<file path="config.mk">
export PLATFORM = sky130hd
export DESIGN_NAME = mitl_cmp
export DESIGN_NICKNAME = d
export VERILOG_FILES = /design/src/rtl/mitl_pkg.sv /design/src/rtl/mitl_cmp.sv
export SDC_FILE = /design/constraint.sdc
export NUM_CORES = 1
export LEC_CHECK = 0
export BUFFER_PORTS_ARGS = -buffer_cell sky130_fd_sc_hd__buf_2
export CELL_PAD_IN_SITES_DETAIL_PLACEMENT = 0
export CELL_PAD_IN_SITES_GLOBAL_PLACEMENT = 1
export CORE_MARGIN = 2
export CORE_UTILIZATION = 26
export DETAILED_ROUTE_END_ITERATION = 12
export GPL_TIMING_DRIVEN = 1
export PLACE_DENSITY = 0.87
export SLEW_MARGIN = 20
export SYNTH_ARGS = -nofsm -noshare
export SYNTH_HDL_FRONTEND = slang
export SYNTH_SLANG_ARGS = --single-unit
</file>
<file path="constraint.sdc">
create_clock -name vclk -period 3.49
set_clock_uncertainty 0.1 [all_clocks]
set_input_delay 0.698 -clock vclk [all_inputs]
set_output_delay 0.698 -clock vclk [all_outputs]
set_load 0.05 [all_outputs]
</file>
<file path="src/rtl/mitl_pkg.sv">
// shared types and constants for the message id table lookup
package mitl_pkg;

  localparam int unsigned ID_W       = 32;
  localparam int unsigned IDX_W      = 10;
  localparam int unsigned COUNT_W    = 11;
  localparam int unsigned FORM_W     = 3;
  localparam int unsigned CFG_IDX_W  = 2;
  localparam int unsigned CFG_DATA_W = 11;

  // item function codes
  localparam logic FUNC_WRITE  = 1'b0;
  localparam logic FUNC_LOOKUP = 1'b1;

  // id form codes
  localparam logic [FORM_W-1:0] FORM_LOWER = 3'd0;
  localparam logic [FORM_W-1:0] FORM_24_8  = 3'd1;
  localparam logic [FORM_W-1:0] FORM_16_16 = 3'd2;
  localparam logic [FORM_W-1:0] FORM_8_24  = 3'd3;
  localparam logic [FORM_W-1:0] FORM_UPPER = 3'd4;

  // configuration register indexes
  localparam logic [CFG_IDX_W-1:0] CFG_TABLE_PRESENT = 2'd0;
  localparam logic [CFG_IDX_W-1:0] CFG_ID_FORM       = 2'd1;
  localparam logic [CFG_IDX_W-1:0] CFG_IS_ORDERED    = 2'd2;
  localparam logic [CFG_IDX_W-1:0] CFG_ENTRY_COUNT   = 2'd3;

  localparam logic [ID_W-1:0] ALL_ONES_ID = 32'hFFFF_FFFF;
  localparam logic [ID_W-1:0] MASK24      = 32'h00FF_FFFF;
  localparam logic [ID_W-1:0] MASK16      = 32'h0000_FFFF;
  localparam logic [ID_W-1:0] MASK8       = 32'h0000_00FF;
  localparam logic [ID_W-1:0] HI_MASK8    = 32'hFF00_0000;
  localparam logic [ID_W-1:0] HI_MASK16   = 32'hFFFF_0000;
  localparam logic [ID_W-1:0] HI_MASK24   = 32'hFFFF_FF00;

  typedef struct packed {
    logic             func;
    logic [IDX_W-1:0] entry_index;
    logic [ID_W-1:0]  entry_value;
    logic [ID_W-1:0]  lower_half;
    logic [ID_W-1:0]  upper_half;
  } in_word_t;

  typedef struct packed {
    logic [IDX_W-1:0] msg_index;
    logic             found;
    logic             halves_fit;
    logic             fit_reported;
  } out_word_t;

  typedef struct packed {
    logic [ID_W-1:0] id;
    logic            fit;
    logic            form_ok;
  } pack_res_t;

  typedef struct packed {
    logic lt;
    logic eq;
  } cmp_res_t;

endpackage

</file>
<file path="src/rtl/mitl_cmp.sv">
// shared 32-bit compare unit used by both search modes
module mitl_cmp (
  input  logic [mitl_pkg::ID_W-1:0] entry,
  input  logic [mitl_pkg::ID_W-1:0] key,
  output mitl_pkg::cmp_res_t        res
);

  assign res.lt = (entry < key);
  assign res.eq = (entry == key);

endmodule

</file>
==> summary.txt <==
Fin crit period -> 3.36 ns
Static Leakage -> 0.000776 uW
WHS Path Cells -> 4
Hold endpoint -> res[1]
Pwr Density -> 102 nW/um^2
Via/cell ratio -> 4.46
CP cell instances -> buf_2, inv_1, ha_4, a21oi_2, nor2_1, a211o_1, or4b_4, a2111oi_4, buf_6
Setup ws final -> 0.127 ns
Routed wire length -> 1.80 mm
Largest net degree at the start of global routing -> 4
Initial Util -> 26.9%
Remaining DRCs -> 0
Die height -> 59.8 microns
Grt met1 use -> 12.1%
Critical path fanouts, max -> 2
Final hold violation count -> 0
WL per Instance -> 8.42 microns
Fin crit share -> 96.4%
Final setup vio count -> 0
Fillers -> 342
IO buf count -> 66
Synth warn -> 0
Register Area -> 0 sq um
Met2 GRT Util -> 17.9%
Diode count -> 0
Max_cap viols -> 0
Most Crowded Layer GR -> met2
Total GRT Usage -> 9.38%
Worst setup path category -> in2out
Placement Rows -> 20
Io pins -> 66
1st-pass router iterations -> 2
Clk_buf instances -> 0
CP max-delay cell -> or4b_4
Nets -> 279
Die width -> 59.8 microns
Post-DRT Antenna Nets -> 0
Status -> finished, final reports clean
Max Clk Rate -> 0.297 GHz
Die ar. -> 3570 sq um
Crit. End Element -> primary output
Synthesized Nets -> 211
Hold Path Class -> in2out
Startpoint Class -> input port
Final setup TNS -> 0 ns
Number of global-route vias before repair -> 790
Hold Path Origin -> entry[31]
Post-CTS Setup Inserts -> 0
Most frequent cells in the layout -> 65 x buf_2, 32 x inv_1, 31 x ha_1
Pre-CTS setup slack -> -0.0283 ns
Seq Cell Count -> 0
Area added between synthesis and finish -> 50.8%
Starting DRT DRC Count -> 19
M3 GR Usage -> 0.649%
Overflow after GRT -> 0
Sequential element share of the synthesized area -> 0%
Unique masters post-synth -> 22
Global-route wire length before repair -> 2.81 mm
GPL Wtd Cong -> 0.735
Commonest non-fill, non-tap cell in the layout -> buf_2
Worst VDD drop -> 0.0370 mV
Synthesized area per cell -> 7.03 sq um
Critical path's largest stage delay -> 0.53 ns
Hpwl dp -> 1.78 mm
DR vias -> 955
RSZ-0062 raised after global routing -> false
Layout cell share with drive strength beyond 1 -> 39.2%
Required time worst endpoint -> 2.69 ns
Core ar. -> 3000 sq um
Initial antenna violation count -> 0
Area taken by multi-input logic gates -> 721 sq um
Max Transition Viols Final -> 0
CP arrival -> 2.56 ns
Rel. slew slack -> 77.7%
Mapped Area -> 808 sq um
Tightest Pin Transition -> 0.331 ns
Syn Inst Count -> 115
-- layout make-up --
cell class	count	area share, %
Timing Repair Buffer	66	27.6
Multi-Input combinational cell	83	59.1
Inverter	32	9.86
Tap cell	33	3.39
-- power by group --
part	internal (uW)	switching (uW)	leakage [uW]
clock	0	0	0
combinational	66.8	57.1	0.000776
sequential	0	0	0
total	66.8	57.1	0.000776
-- synth_stat cells, drive strengths merged --
master   instances  area [sq um]
o21ai            4          20.0
nor4             1          6.26
ha              32           400
nor2             6          22.5
inv             32           120
a2111oi          1          15.0
nand2           10          40.0
a21oi           11          55.1
and4             2          17.5
a21o             1          7.51
nand3            2          10.0
nor2b            2          12.5
or3              1          6.26
a211oi           1          7.51
or4b             1          10.0
a221oi           1          8.76
o211ai           1          7.51
a211o            1          8.76
a21boi           1          7.51
nand4            4          25.0
-- repair_timing --
item,CTS,global route
hold buffers,0,0
setup endpoints to repair,1,1
gates resized for setup,1,4
hold endpoints to repair,0,0
pin swaps,0,1
gates cloned,0,0
-- per-stage QoR --
stage | total power [uW] | hold WS, ns | util, % | cell area, sq um | std cells
after floorplan | 69.9 | 1.56 | - | 821 | 115
after global placement | 119 | 1.83 | 39.7 | 1190 | 214
after detailed placement | 121 | 1.83 | 39.7 | 1190 | 214
after CTS | 123 | 1.81 | 39.8 | 1190 | 214
after global routing | 146 | 1.79 | 40.6 | 1220 | 214
final | 124 | 1.76 | 40.6 | 1220 | 214
-- cells by family after synthesis --
logic type / count (synthesis) / share of synthesized area (%)
AO/OA/AOI/OAI: 22 / 17.0
adder cells (fa/ha/maj): 32 / 49.5
AND/OR/NAND/NOR: 29 / 18.6
buffers and inverters: 32 / 14.9
-- worst max-delay path: cells and delay by family --
| kind | cells | cell delay, ns |
|---|---|---|
| compound gates | 3 | 0.71 |
| fa+ha+maj | 1 | 0.20 |
| buf+inv | 3 | 0.36 |
| simple gates | 2 | 0.58 |
-- worst max path at each step --
stage	start	end	slack, ns	cells past startpoint
2_1_floorplan	key[13]	res[1]	0.03	7
3_3_place_gp	entry[13]	res[1]	0.02	8
3_5_place_dp	entry[13]	res[1]	-0.03	8
4_1_cts	entry[13]	res[1]	0.03	8
5_1_grt	key[13]	res[1]	0.04	9
6_report	key[13]	res[1]	0.13	9
-- layer usage --
layer	vias up	wire length, microns
met5	-	0
met3	0	194
met2	43	765
li1	527	-
met1	385	842
met4	0	0
Note: power is estimated with default switching activity, not from simulation.
