**src/rtl/mitl_pkg.sv**
```systemverilog
// shared types and constants for the message id table lookup
package mitl_pkg;

  localparam int unsigned ID_W       = 32;
  localparam int unsigned IDX_W      = 10;
  localparam int unsigned COUNT_W    = 11;
  localparam int unsigned FORM_W     = 3;
  localparam int unsigned CFG_IDX_W  = 2;
  localparam int unsigned CFG_DATA_W = 11;

  // item function codes
  localparam logic FUNC_WRITE  = 1'b0;
  localparam logic FUNC_LOOKUP = 1'b1;

  // id form codes
  localparam logic [FORM_W-1:0] FORM_LOWER = 3'd0;
  localparam logic [FORM_W-1:0] FORM_24_8  = 3'd1;
  localparam logic [FORM_W-1:0] FORM_16_16 = 3'd2;
  localparam logic [FORM_W-1:0] FORM_8_24  = 3'd3;
  localparam logic [FORM_W-1:0] FORM_UPPER = 3'd4;

  // configuration register indexes
  localparam logic [CFG_IDX_W-1:0] CFG_TABLE_PRESENT = 2'd0;
  localparam logic [CFG_IDX_W-1:0] CFG_ID_FORM       = 2'd1;
  localparam logic [CFG_IDX_W-1:0] CFG_IS_ORDERED    = 2'd2;
  localparam logic [CFG_IDX_W-1:0] CFG_ENTRY_COUNT   = 2'd3;

  localparam logic [ID_W-1:0] ALL_ONES_ID = 32'hFFFF_FFFF;
  localparam logic [ID_W-1:0] MASK24      = 32'h00FF_FFFF;
  localparam logic [ID_W-1:0] MASK16      = 32'h0000_FFFF;
  localparam logic [ID_W-1:0] MASK8       = 32'h0000_00FF;
  localparam logic [ID_W-1:0] HI_MASK8    = 32'hFF00_0000;
  localparam logic [ID_W-1:0] HI_MASK16   = 32'hFFFF_0000;
  localparam logic [ID_W-1:0] HI_MASK24   = 32'hFFFF_FF00;

  typedef struct packed {
    logic             func;
    logic [IDX_W-1:0] entry_index;
    logic [ID_W-1:0]  entry_value;
    logic [ID_W-1:0]  lower_half;
    logic [ID_W-1:0]  upper_half;
  } in_word_t;

  typedef struct packed {
    logic [IDX_W-1:0] msg_index;
    logic             found;
    logic             halves_fit;
    logic             fit_reported;
  } out_word_t;

  typedef struct packed {
    logic [ID_W-1:0] id;
    logic            fit;
    logic            form_ok;
  } pack_res_t;

  typedef struct packed {
    logic lt;
    logic eq;
  } cmp_res_t;

endpackage

```
**src/rtl/mitl_pack.sv**
```systemverilog
// packs the two halves of a lookup into one id and checks that they fit
module mitl_pack (
  input  logic [mitl_pkg::FORM_W-1:0] form,
  input  logic [mitl_pkg::ID_W-1:0]   lower_half,
  input  logic [mitl_pkg::ID_W-1:0]   upper_half,
  output mitl_pkg::pack_res_t         res
);

  always_comb begin
    res = '0;
    unique case (form)
      mitl_pkg::FORM_LOWER: begin
        res.id      = lower_half;
        res.fit     = (upper_half == '0);
        res.form_ok = 1'b1;
      end
      mitl_pkg::FORM_24_8: begin
        res.id      = ((lower_half & mitl_pkg::MASK24) << 8) | (upper_half & mitl_pkg::MASK8);
        res.fit     = ((lower_half & mitl_pkg::HI_MASK8) == '0)
                   && ((upper_half & mitl_pkg::HI_MASK24) == '0);
        res.form_ok = 1'b1;
      end
      mitl_pkg::FORM_16_16: begin
        res.id      = ((lower_half & mitl_pkg::MASK16) << 16) | (upper_half & mitl_pkg::MASK16);
        res.fit     = ((lower_half & mitl_pkg::HI_MASK16) == '0)
                   && ((upper_half & mitl_pkg::HI_MASK16) == '0);
        res.form_ok = 1'b1;
      end
      mitl_pkg::FORM_8_24: begin
        res.id      = ((lower_half & mitl_pkg::MASK8) << 24) | (upper_half & mitl_pkg::MASK24);
        res.fit     = ((lower_half & mitl_pkg::HI_MASK24) == '0)
                   && ((upper_half & mitl_pkg::HI_MASK8) == '0);
        res.form_ok = 1'b1;
      end
      mitl_pkg::FORM_UPPER: begin
        res.id      = upper_half;
        res.fit     = (lower_half == '0);
        res.form_ok = 1'b1;
      end
      // unused form codes: not found, nothing reported
      default: res = '0;
    endcase
  end

endmodule

```
**config.mk**
```make
export PLATFORM = sky130hd
export DESIGN_NAME = mitl_pack
export DESIGN_NICKNAME = d
export VERILOG_FILES = /design/src/rtl/mitl_pkg.sv /design/src/rtl/mitl_pack.sv
export SDC_FILE = /design/constraint.sdc
export NUM_CORES = 1
export LEC_CHECK = 0
export CAP_MARGIN = 20
export CORE_MARGIN = 1
export CORE_UTILIZATION = 50
export DETAILED_ROUTE_END_ITERATION = 7
export DONT_BUFFER_PORTS = 1
export PLACE_DENSITY_LB_ADDON = 0.1
export SLEW_MARGIN = 20
export SYNTH_ARGS = -nofsm -noshare
export SYNTH_HDL_FRONTEND = slang
export SYNTH_SLANG_ARGS = --single-unit
```
**constraint.sdc**
```tcl
create_clock -name vclk -period 1.6
set_input_delay 0.08 -clock vclk [all_inputs]
set_output_delay 0.08 -clock vclk [all_outputs]
set_load 0.01 [all_outputs]
```
==> flow_summary.ini, run 1 <==
[setup_path]
crit_path_max_fanout = 30
cp-end-kind = output port
crit_required_ns = 1.52
worst_ep_arrival_time_ns = 1.16
path_class = primary input to output port
critPathLaunchType = primary input

[place]
gp_congestion = 0.892
dp_hpwl_um = 3380
place_inst = 198
portBuffers = 0

[grt]
grt.overflow.total = 0
grtUsageTotal_pct = 30.5
grt_max_degree = 47
grt_pass1_vias = 1313
grt_pass1_wl_um = 6300
antenna_found_initial = 0

[final_layout]
final_layout_size_suffix_gt1_share_pct = 8.82
n_sequential_cell = 0
nFillCells = 242
final_cell_count_no_fill = 198
regArea_um2 = 0
num-nets-final = 239
clock_buffers = 0
diodes = 0
syn_to_final_growth_pct = -4.10
multi_input_area_mm2 = 0.00112

[drt]
wl_um = 4430
vias = 1480
post_drt_wl_per_cell_um = 22.4
dr.pass1.iters = 5
routed_via_density = 7.47
drc = 0
drt_iter0_drc = 54
antenna_left = 0

[floorplan]
pin_count = 101
start_util_pct = 55.3
die_area_mm2 = 0.00277
die_x_um = 52.6
core_mm2 = 0.00232
die_height_um = 52.6
rows = 17

[yosys]
synth_top_area_cell = mux4_2
synth_top_area_share_pct = 14.0
ys_top_cells_by_area = mux4_2, mux2i_1, a22oi_1
ys_seq_area_share_pct = 0
synth_cell_types = 25
synthCells = 184
synth_fp_nets = 251
synth_area_mm2 = 0.00128
yosysWarnings = 0
syn_area_per_cell_um2 = 6.97
synthMostInstantiatedCell = nand2_1

[sta]
setup_viol = 0
fmax_ghz = 0.804
maxSlewViolCount = 0
relSlewSlack_pct = 62.4
hold_viol = 0
fin_crit_sh_pct = 77.8
layout_min_cycle_time_ns = 1.24
rsz0062_at_grt = no
tightestPinTransition_ns = 0.563
setup_tns_ns = 0

[worst_hold_path]
hold_path.class = primary input to output port

[clocking]
postCtsSetupRepairBufs = 0
post_cts_resized = 0
hold_buffers = 0

[pwr]
clockPowerShare_pct = 0
ir_drop_mv = 0.120
comb_power_share_pct = 100.0
p_switching_uw = 144
swShare_pct = 51.0
power_leakage_uw = 0.000428
power_density_mw_per_mm2 = 230
pwr-share-seq_pct = 0
finalPower_uw = 283
p_int_uw = 139

[status]
status = finished clean

[job]
cap_violations = 0
worst max-delay path, stage by stage:
cell	delay [ns]
nor2b_1	0.42
buf_4	0.25
a22oi_1	0.09
o22ai_1	0.31
through the flow:
stage / area (um^2) / setup slack [ns] / utilization, % / hold WS [ns]
after floorplan: 1280 / 0.478 / - / 0.283
after global placement: 1230 / 0.429 / 53.0 / 0.237
after detailed placement: 1230 / 0.396 / 53.0 / 0.234
after CTS: 1230 / 0.385 / 53.0 / 0.234
after global routing: 1230 / 0.259 / 53.0 / 0.239
final: 1230 / 0.356 / 53.0 / 0.231
worst paths after layout:
check / slack, ns / cells past startpoint / startpoint / to
max: 0.36 / 4 / form[0] / res[32]
min: 0.23 / 1 / form[2] / res[0]
cell type report:
cell class / count / share of cell area, %
Inverter: 9 / 2.75
Tap cell: 28 / 2.85
Multi-Input combinational cell: 156 / 91.4
Timing Repair Buffer: 5 / 3.05
power groups by stage:
stage	registers, uW	logic [uW]	clock network [uW]
finish	0	283	0
global route	0	308	0
floorplan	0	302	0
global placement	0	275	0
detailed placement	0	281	0
CTS	0	282	0
per-layer routing:
layer | up-vias | share of wire [%] | global-route usage (%)
li1 | 688 | - | -
met1 | 675 | 39 | 39.0
met2 | 117 | 48 | 52.1
met3 | 0 | 13 | 8.70
met4 | 0 | 0 | 2.19
met5 | - | 0 | 0
cells in the final DEF (no fill, tap or decap), types with 2 or more instances in the layout:
master and n:
a211oi_1 2, a21oi_1 8, a22oi_1 16, buf_4 5
inv_1 9, mux2_1 8, mux2i_1 16, mux4_2 8
nand2_1 27, nand4_1 4, nor2_1 10, nor2b_1 3
nor4_1 16, o21ai_1 16, o22ai_1 16
cells by family after synthesis:
kind of cell	synth area share (%)
and+or+nand+nor	26.3
buffers and inverters	12.4
muxes	33.6
AOI/OAI and AO/OA	27.7
Note: power is estimated with default switching activity, not from simulation.
==> run 2, diff against run 1 <==
Clock period 1.6 ns to 1.25 ns, I/O delays scaled along.
==> flow_summary.ini, run 2 (synthesized netlist as in run 1, its figures left out) <==
[status]
status = finished clean

[drt]
wl_um = 4580
drc = 0
routed_via_density = 7.54
antenna_left = 0
vias = 1538
drt_iter0_drc = 60
dr.pass1.iters = 4
post_drt_wl_per_cell_um = 22.4

[setup_path]
critPathLaunchType = primary input
cp_cell_sequence = nor4_1 > buf_4 > nand4_1 > a211oi_1 > or3_1
worst_ep_arrival_time_ns = 1.07
critPathSlowestCell = nor4_1
path_class = primary input to output port
crit_required_ns = 1.19
crit_path_max_fanout = 2
cp_slowest_stage_delay_ns = 0.27
cp-end-kind = output port

[sta]
fin_crit_sh_pct = 90.6
setup_tns_ns = 0
layout_min_cycle_time_ns = 1.13
hold_viol = 0
maxSlewViolCount = 0
fmax_ghz = 0.883
tightestPinTransition_ns = 0.564
fin_ws_ns = 0.118
setup_viol = 0
rsz0062_at_grt = no
relSlewSlack_pct = 62.4
hold_ws_ns = 0.195

[grt]
use_met1_pct = 40.0
grt_max_degree = 47
grtUsageMet2_pct = 53.8
grt_pass1_wl_um = 6420
busiest_layer = met2
grt.met3_usage_pct = 6.67
antenna_found_initial = 0
grtUsageTotal_pct = 31.0
grt.overflow.total = 0
grt_pass1_vias = 1337

[final_layout]
diodes = 0
final_layout_size_suffix_gt1_share_pct = 13.1
final_cell_count_no_fill = 204
nFillCells = 242
regArea_um2 = 0
clock_buffers = 0
syn_to_final_growth_pct = 0.390
final_common_cell = nand2_1
num-nets-final = 245
layout_common_cells = nand2_1, o21ai_1, mux2i_1, o22ai_1, a22oi_1
final_core_util_pct = 55.5
n_sequential_cell = 0

[place]
dp_worst_setup_slack_ns = 0.0630
portBuffers = 0
place_inst = 204
dp_hpwl_um = 3480
gp_congestion = 0.827

[clocking]
hold_buffers = 0

[floorplan]
die_height_um = 52.6
die_x_um = 52.6
pin_count = 101
die_area_mm2 = 0.00277
core_mm2 = 0.00232
rows = 17
start_util_pct = 55.3

[pwr]
power_density_mw_per_mm2 = 296
power_leakage_uw = 0.000460
ir_drop_mv = 0.163

[job]
cap_violations = 0

[worst_hold_path]
hold_path.class = primary input to output port
## run 2: changes by cell type in the layout (fill, tap and decap cells not counted)
cell,before,now
buf_4,5,11
nor4_1,16,14
nor4_2,0,2
## run 2: metrics by stage
stage / cell area [um^2] / power, uW
2_1_floorplan: 1280 / 387
4_1_cts: 1270 / 380
3_5_place_dp: 1270 / 378
6_report: 1290 / 381
3_3_place_gp: 1270 / 370
5_1_grt: 1290 / 414
## run 2: final timing paths
| kind | startpoint | end | slack [ns] | depth (start not counted) |
|---|---|---|---|---|
| worst max-delay path | lower_half[25] | res[1] | 0.12 | 5 |
| worst min-delay path | form[2] | res[0] | 0.20 | 1 |
## run 2: power by group
group	total (uW)	switching, uW	internal [uW]
logic	381	187	193
clock network	0	0	0
registers	0	0	0
## run 2: layout make-up
| type | instances | area, um^2 | share of cell area (%) |
|---|---|---|---|
| inverter | 9 | 33.8 | 2.62 |
| tap | 28 | 35.0 | 2.72 |
| multi-input combinational | 156 | 1140 | 88.2 |
| timing repair buffer | 11 | 82.6 | 6.41 |
## run 2: repair_timing
item,4_1_cts,5_1_grt
setup endpoints to repair,0,1
gates resized for setup,0,2
buffers inserted,0,0
## run 2: worst max-delay path: cells and delay by family
| family | cells | cell delay, ns |
|---|---|---|
| AO/OA/AOI/OAI | 1 | 0.24 |
| buffers and inverters | 1 | 0.17 |
| AND/OR/NAND/NOR | 3 | 0.59 |
## run 2: metal layers
metal  up-vias  wire [um]
met3         0        533
met2       114       2270
met4         0          0
met5         -          0
met1       724       1770
li1        700          -
==> run 3, diff against run 2 <==
Settings changed: PLACE_DENSITY from default to 0.69, PLACE_DENSITY_LB_ADDON 0.1 to default.
==> flow_summary.ini, run 3 (synthesized netlist as in run 1, its figures left out) <==
[setup_path]
cp_cell_sequence = nor4_1 > buf_4 > nand4_1 > a211oi_1 > or3_1
cp_slowest_stage_delay_ns = 0.29
crit_required_ns = 1.19
path_class = primary input to output port
critPathLaunchType = primary input
cp-end-kind = output port
critPathSlowestCell = nor4_1
worst_ep_arrival_time_ns = 1.13
crit_path_max_fanout = 2

[floorplan]
start_util_pct = 55.3
die_x_um = 52.6
die_height_um = 52.6
pin_count = 101
rows = 17
die_area_mm2 = 0.00277
core_mm2 = 0.00232

[clocking]
hold_buffers = 0

[pwr]
p_int_uw = 191
ir_drop_mv = 0.148
swShare_pct = 49.9
pwr-share-seq_pct = 0
p_switching_uw = 191
power_density_mw_per_mm2 = 293
clockPowerShare_pct = 0
comb_power_share_pct = 100.0
power_leakage_uw = 0.000457

[sta]
relSlewSlack_pct = 62.6
rsz0062_at_grt = no
fmax_ghz = 0.842
setup_viol = 0
tightestPinTransition_ns = 0.562
fin_crit_sh_pct = 95.0
hold_viol = 0
maxSlewViolCount = 0
layout_min_cycle_time_ns = 1.19

[drt]
antenna_left = 0
vias = 1580
wl_um = 4780
dr.pass1.iters = 5
routed_via_density = 7.78
post_drt_wl_per_cell_um = 23.5
drc = 0
drt_iter0_drc = 70

[final_layout]
regArea_um2 = 0
clock_buffers = 0
final_cell_count_no_fill = 203
diodes = 0
nFillCells = 240
final_common_cell = nand2_1
n_sequential_cell = 0
final_layout_size_suffix_gt1_share_pct = 13.7
syn_to_final_growth_pct = 1.46
num-nets-final = 244
layout_common_cells = nand2_1, o21ai_1, mux2i_1, o22ai_1, a22oi_1
final_core_util_pct = 56.1

[status]
status = finished clean

[place]
place_inst = 203
portBuffers = 0
gp_congestion = 0.891
dp_hpwl_um = 3560

[job]
cap_violations = 0

[grt]
grt.overflow.total = 0
grt_pass1_wl_um = 6780
grtUsageTotal_pct = 33.0
grt_pass1_vias = 1456
grt_max_degree = 47
antenna_found_initial = 0

[worst_hold_path]
hold_path.class = primary input to output port
-- run 3: layout make-up --
class	count	area (um^2)	share of cell area, %
Inverter	9	33.8	2.60
Multi-Input combinational cell	156	1160	88.9
Tap cell	28	35.0	2.69
Timing Repair Buffer	10	75.1	5.77
-- run 3: per-layer routing --
layer | track usage [%] | wire length (um)
met4 | 4.82 | 136
met3 | 8.12 | 606
met1 | 40.2 | 1750
met2 | 58.9 | 2280
met5 | 0 | 0
-- run 3: worst max-delay path, delay by kind of cell --
| family | cells | cell delay, ns |
|---|---|---|
| AND/OR/NAND/NOR | 3 | 0.63 |
| buffers and inverters | 1 | 0.17 |
| AO/OA/AOI/OAI | 1 | 0.26 |
-- run 3: path summary, 6_finish.rpt --
check / slack, ns / startpoint / depth (start not counted) / to
worst min-delay path: 0.19 / form[2] / 1 / res[0]
worst max-delay path: 0.06 / lower_half[25] / 5 / res[1]
-- run 3: power by group through the flow --
stage	registers, uW	logic, uW	clock network [uW]
global route	0	413	0
floorplan	0	387	0
CTS	0	378	0
finish	0	382	0
global placement	0	365	0
detailed placement	0	376	0
-- run 3: per-stage QoR --
| stage | TNS [ns] | hold WS (ns) | setup slack [ns] | cell area (um^2) | total power [uW] |
|---|---|---|---|---|---|
| final | 0 | 0.195 | 0.0620 | 1300 | 382 |
| after global routing | 0 | 0.208 | 0.00352 | 1300 | 413 |
| after floorplan | 0 | 0.248 | 0.163 | 1280 | 387 |
| after CTS | 0 | 0.198 | 0.0493 | 1270 | 378 |
| after global placement | 0 | 0.201 | 0.0995 | 1270 | 365 |
| after detailed placement | -0.0245 | 0.198 | -0.0245 | 1270 | 376 |
-- run 3: what timing repair did --
item | in CTS | in global routing
endpoints found under the setup margin | 1 | 1
buffers inserted | 0 | 0
endpoints found under the hold margin | 0 | 0
gates resized for setup | 1 | 4
